## config.mk

```make
export PLATFORM = sky130hd
export DESIGN_NAME = idlo_seq
export DESIGN_NICKNAME = d
export VERILOG_FILES = /design/src/hw/rtl/idlo_pkg.sv /design/src/hw/rtl/idlo_seq.sv
export SDC_FILE = /design/constraint.sdc
export NUM_CORES = 1
export LEC_CHECK = 0
export BUFFER_PORTS_ARGS = -buffer_cell sky130_fd_sc_hd__buf_2
export CORE_AREA = 2 2 39 41
export CTS_CLUSTER_DIAMETER = 80
export CTS_CLUSTER_SIZE = 25
export DETAILED_ROUTE_END_ITERATION = 10
export DIE_AREA = 0 0 41 43
export PLACE_DENSITY = 0.38
export SYNTH_ARGS = -nofsm -noshare
export SYNTH_HDL_FRONTEND = slang
export SYNTH_SLANG_ARGS = --single-unit
```

## constraint.sdc

```tcl
create_clock -name clk -period 1.5 [get_ports clk]
set_input_delay 0.225 -clock clk [delete_from_list [all_inputs] [get_ports clk]]
set_output_delay 0.225 -clock clk [all_outputs]
set_load 0.02 [all_outputs]
```

## src/hw/rtl/idlo_pkg.sv

```systemverilog
// Shared constants, types and helpers of the IMU dual low-pass filter.
package idlo_pkg;

	localparam int SAMPLE_BITS = 16;
	localparam int RAW_W       = 16;
	localparam int AXES        = 6;
	localparam int GYRO_AXES   = 3;
	localparam int DATA_W      = 32;
	localparam int GAIN_W      = 16;
	localparam int CFG_IDX_W   = 3;
	localparam int WIDE_W      = 40;

	localparam logic [GAIN_W-1:0] GYRO_SCALE    = 16'd20477;
	localparam logic [GAIN_W-1:0] ACCEL_SCALE   = 16'd40121;
	localparam logic [GAIN_W-1:0] LP_GAIN_RESET = 16'd25281;
	localparam logic [GAIN_W-1:0] BL_GAIN_RESET = 16'd58982;

	typedef enum logic [CFG_IDX_W-1:0] {
		REG_LOWPASS_GAIN,
		REG_BLEND_GAIN,
		REG_GYRO_OFF_X,
		REG_GYRO_OFF_Y,
		REG_GYRO_OFF_Z,
		REG_ACCEL_OFF_X,
		REG_ACCEL_OFF_Y,
		REG_ACCEL_OFF_Z
	} cfg_reg_t;

	typedef enum logic [2:0] {
		SQ_IDLE,
		SQ_SCALE,
		SQ_LP_MUL,
		SQ_LP_UPD,
		SQ_BL_MUL,
		SQ_BL_UPD
	} seq_state_t;

	// Phase strobes broadcast from the sequencer to every lane.
	typedef struct packed {
		logic load;
		logic scale;
		logic lp_mul;
		logic lp_upd;
		logic bl_mul;
		logic bl_upd;
		logic seed;
	} step_t;

	typedef logic [AXES-1:0][DATA_W-1:0] axis_vec_t;

	function automatic logic signed [DATA_W-1:0] sat32(input logic signed [WIDE_W-1:0] v);
		logic fits;
		fits = (&v[WIDE_W-1:DATA_W-1]) || !(|v[WIDE_W-1:DATA_W-1]);
		if (fits)
			return v[DATA_W-1:0];
		else if (v[WIDE_W-1])
			return {1'b1, {(DATA_W-1){1'b0}}};
		else
			return {1'b0, {(DATA_W-1){1'b1}}};
	endfunction

endpackage

```

## src/hw/rtl/idlo_seq.sv

```systemverilog
// Phase sequencer that walks all lanes through one sample at a time.
module idlo_seq (
	input  logic            clk,
	input  logic            arst_n,
	input  logic            in_valid,
	input  logic            command,
	input  logic            out_room,
	output logic            in_stall,
	output idlo_pkg::step_t step
);
	import idlo_pkg::*;

	seq_state_t state_q;
	seq_state_t state_d;
	logic       cmd_q;

	always_comb begin
		state_d = state_q;
		unique case (state_q)
			SQ_IDLE:   if (in_valid) begin
				state_d = SQ_SCALE;
			end
			SQ_SCALE:  state_d = SQ_LP_MUL;
			SQ_LP_MUL: state_d = SQ_LP_UPD;
			SQ_LP_UPD: state_d = SQ_BL_MUL;
			SQ_BL_MUL: state_d = SQ_BL_UPD;
			// hold until the output register can take the result
			SQ_BL_UPD: if (out_room) begin
				state_d = SQ_IDLE;
			end
			default:   state_d = SQ_IDLE;
		endcase
	end

	always_comb begin
		in_stall = 1'b1;
		step     = '0;
		step.seed = cmd_q;
		unique case (state_q)
			SQ_IDLE: begin
				in_stall  = 1'b0;
				step.load = in_valid;
			end
			SQ_SCALE:  step.scale  = 1'b1;
			SQ_LP_MUL: step.lp_mul = 1'b1;
			SQ_LP_UPD: step.lp_upd = 1'b1;
			SQ_BL_MUL: step.bl_mul = 1'b1;
			SQ_BL_UPD: step.bl_upd = out_room;
			default:   in_stall = 1'b1;
		endcase
	end

	always_ff @(posedge clk or negedge arst_n) begin
		if (!arst_n) begin
			state_q <= SQ_IDLE;
			cmd_q   <= 1'b0;
		end else begin
			state_q <= state_d;
			if (step.load)
				cmd_q <= command;
		end
	end

endmodule

```

==> flow_summary.json <==
{
  "final_common_cell": "buf_2",
  "crit_path_end_kind": "output port",
  "drt-wirelength-per-cell_um": 11.1,
  "critPathLaunchType": "flip-flop",
  "overflow": 0,
  "arrival_ns": 1.23,
  "drt_iter0_drc": 4,
  "layout-drive-gt1-share_pct": 61.9,
  "die_h_um": 43,
  "sw_frac_of_total_pct": 43.6,
  "dr.pass1.iters": 5,
  "yosys.cell_types.count": 17,
  "clkPwrFrac_pct": 15.4,
  "fin_skew_ns": 0.00137,
  "fin_nets": 49,
  "slowest_delay_ns": 0.47,
  "cp_slowest_cell": "dfrtp_2",
  "min_period_ns": 1.45,
  "cts_root_buffer": "clkbuf_4",
  "drt.antenna.violating_nets": 0,
  "wl_um": 645,
  "tightest_slew_ns": 0.215,
  "status": "finished clean",
  "path_depth": 2,
  "ys_seq_area_share_pct": 38.3,
  "max-cap-violations": 0,
  "avgSynthCellArea_um2": 10.9,
  "antenna_found_initial": 0,
  "hold_path_depth": 2,
  "drv_slew": 0,
  "final_hold_viol_count": 0,
  "vdd_drop_max_mv": 0.687,
  "crit_chain": "or3_1, buf_2",
  "ys_top_cells_by_area": "dfrtp_1 38%, nor4b_4 9.1%, buf_4 8.6%",
  "finalSetupViolCount": 0,
  "layout_common_cells": "11 x buf_2, 6 x buf_4, 3 x clkbuf_4, 3 x dfrtp_2",
  "synth_top_family_by_area": "simple AND/OR/NAND/NOR gates",
  "clk_path_buf_depth": 2,
  "critPathTopFamily": "flip-flops",
  "r2r_cells": 3,
  "initial_utilization_pct": 18.9,
  "drc": 0,
  "clock-sinks": 4,
  "grt_pass1_wl_um": 972,
  "pwr-share-seq_pct": 30.9,
  "rows": 14,
  "cp_max_fo": 9,
  "dp_cells": 48,
  "synth-simple-area-share_pct": 33.0,
  "layoutNonFillerInstCount": 58,
  "ys.warnings.count": 0,
  "die_area_um2": 1760,
  "die_x_um": 41,
  "syn_area_um2": 262,
  "cts_tree": "built",
  "cp_num_buf_inv": 1,
  "core_um2": 1380,
  "grt_max_degree": 13,
  "grt_usage_pct": 9.38,
  "htree_levels": 1,
  "ys_seq_elements": 4,
  "p_int_mw": 0.498,
  "power_density_nw_per_um2": 2270,
  "vias": 258,
  "fin_ws_ns": 0.0473,
  "syn_inst": 24,
  "dp_slack_ns": 0.205,
  "top_level_ports": 13,
  "area_growth_pct": 48.8,
  "viasPerCell": 4.45,
  "synth_adder_area_share_pct": 0,
  "holdCritPathClass": "in -> reg",
  "finalWeightedCongestion": 0.655,
  "synth.largest_area_cell": "dfrtp_1",
  "io_buffers": 12,
  "critical_path_class": "reg -> out",
  "final_util_pct": 28.1,
  "synth_xor_area_share_pct": 3.35,
  "p_comb_share_pct": 53.7,
  "synth_compound_area_share_pct": 6.70,
  "netSwitchingPower_mw": 0.385,
  "tns_ns": 0,
  "grt_pass1_vias": 230,
  "timing.fmax_ghz": 0.688,
  "clock_latency_ns": 0.24,
  "syn_nets": 29,
  "fin_crit_sh_pct": 96.8,
  "synth_top_area_share_pct": 38.3,
  "cp.required_ns": 1.27,
  "p_leak_nw": 0.193,
  "max-slew-margin-rel_pct": 85.6,
  "cts_buffers": 3,
  "synthMuxAreaShare_pct": 4.31,
  "design_power_total_mw": 0.883,
  "path_clk_slew_ns": 0.04,
  "antenna-diode-count": 0
}
-- power by group through the flow --
stage | clock network [mW] | logic [mW] | registers [mW]
finish | 0.136 | 0.474 | 0.273
global route | 0.155 | 0.511 | 0.282
CTS | 0.141 | 0.371 | 0.280
detailed placement | 0 | 0.366 | 0.278
global placement | 0 | 0.367 | 0.274
floorplan | 0 | 0.420 | 0.185
-- registers in the layout (all words and copies together), names as in the netlist --
name	flops
cmd_q	1
state_q	3
-- synthesized netlist by cell type --
| library cell | number |
|---|---|
| a221oi_1 | 1 |
| a31o_2 | 1 |
| and3b_1 | 1 |
| and4_1 | 1 |
| buf_4 | 3 |
| buf_6 | 1 |
| dfrtp_1 | 4 |
| inv_1 | 1 |
| mux2_1 | 1 |
| nand2_1 | 1 |
| nand2b_1 | 1 |
| nor2_1 | 1 |
| nor3_1 | 2 |
| nor3b_1 | 2 |
| nor4b_4 | 1 |
| or3_1 | 1 |
| xnor2_1 | 1 |
-- per-stage QoR --
stage | instance area [um2] | hold slack [ns]
finish | 389 | 0.204
global route | 389 | 0.206
CTS | 342 | 0.202
detailed placement | 308 | 0.0417
global placement | 308 | 0.0394
floorplan | 262 | -0.0706
-- path summary, 6_finish.rpt --
path	startpoint	end	slack [ns]
worst max-delay path	state_q[1]$_DFFE_PN0P_	in_stall	0.05
worst min-delay path	command	cmd_q$_DFFE_PN0P_	0.20
worst max register to register	state_q[2]$_DFFE_PN0P_	cmd_q$_DFFE_PN0P_	0.15
worst min register to register	cmd_q$_DFFE_PN0P_	cmd_q$_DFFE_PN0P_	0.47
max in group asynchronous	arst_n	state_q[2]$_DFFE_PN0P_	1.02
min in group asynchronous	arst_n	cmd_q$_DFFE_PN0P_	0.33
-- final cells by class --
type | instances | area, um2
Multi-Input combinational cell | 15 | 124
Inverter | 1 | 3.75
Fill cell | 156 | 995
Timing Repair Buffer | 19 | 115
Tap cell | 16 | 20.0
Clock buffer | 3 | 22.5
Sequential cell | 4 | 104
-- kinds of logic (layout without fill, tap and decap cells) --
family / count (synthesis) / after routing
mux: 1 / 1
xor+xnor: 1 / 1
compound gates: 2 / 2
simple gates: 11 / 11
buf+inv: 5 / 23
flops: 4 / 4
-- layer usage --
| metal | wire length (um) | GRT usage (%) |
|---|---|---|
| met5 | 0 | 0 |
| met1 | 306 | 11.4 |
| met2 | 261 | 9.69 |
| met3 | 47 | 3.14 |
| met4 | 30 | 14.0 |
-- what timing repair did --
item                       in CTS  in global routing
hold endpoints to repair        4                  0
resized for setup               1                  3
setup endpoints to repair       2                  5
hold buffers                    1                  0
buffers inserted                0                  6
pin swaps                       0                  1
Note: power is estimated with default switching activity, not from simulation.
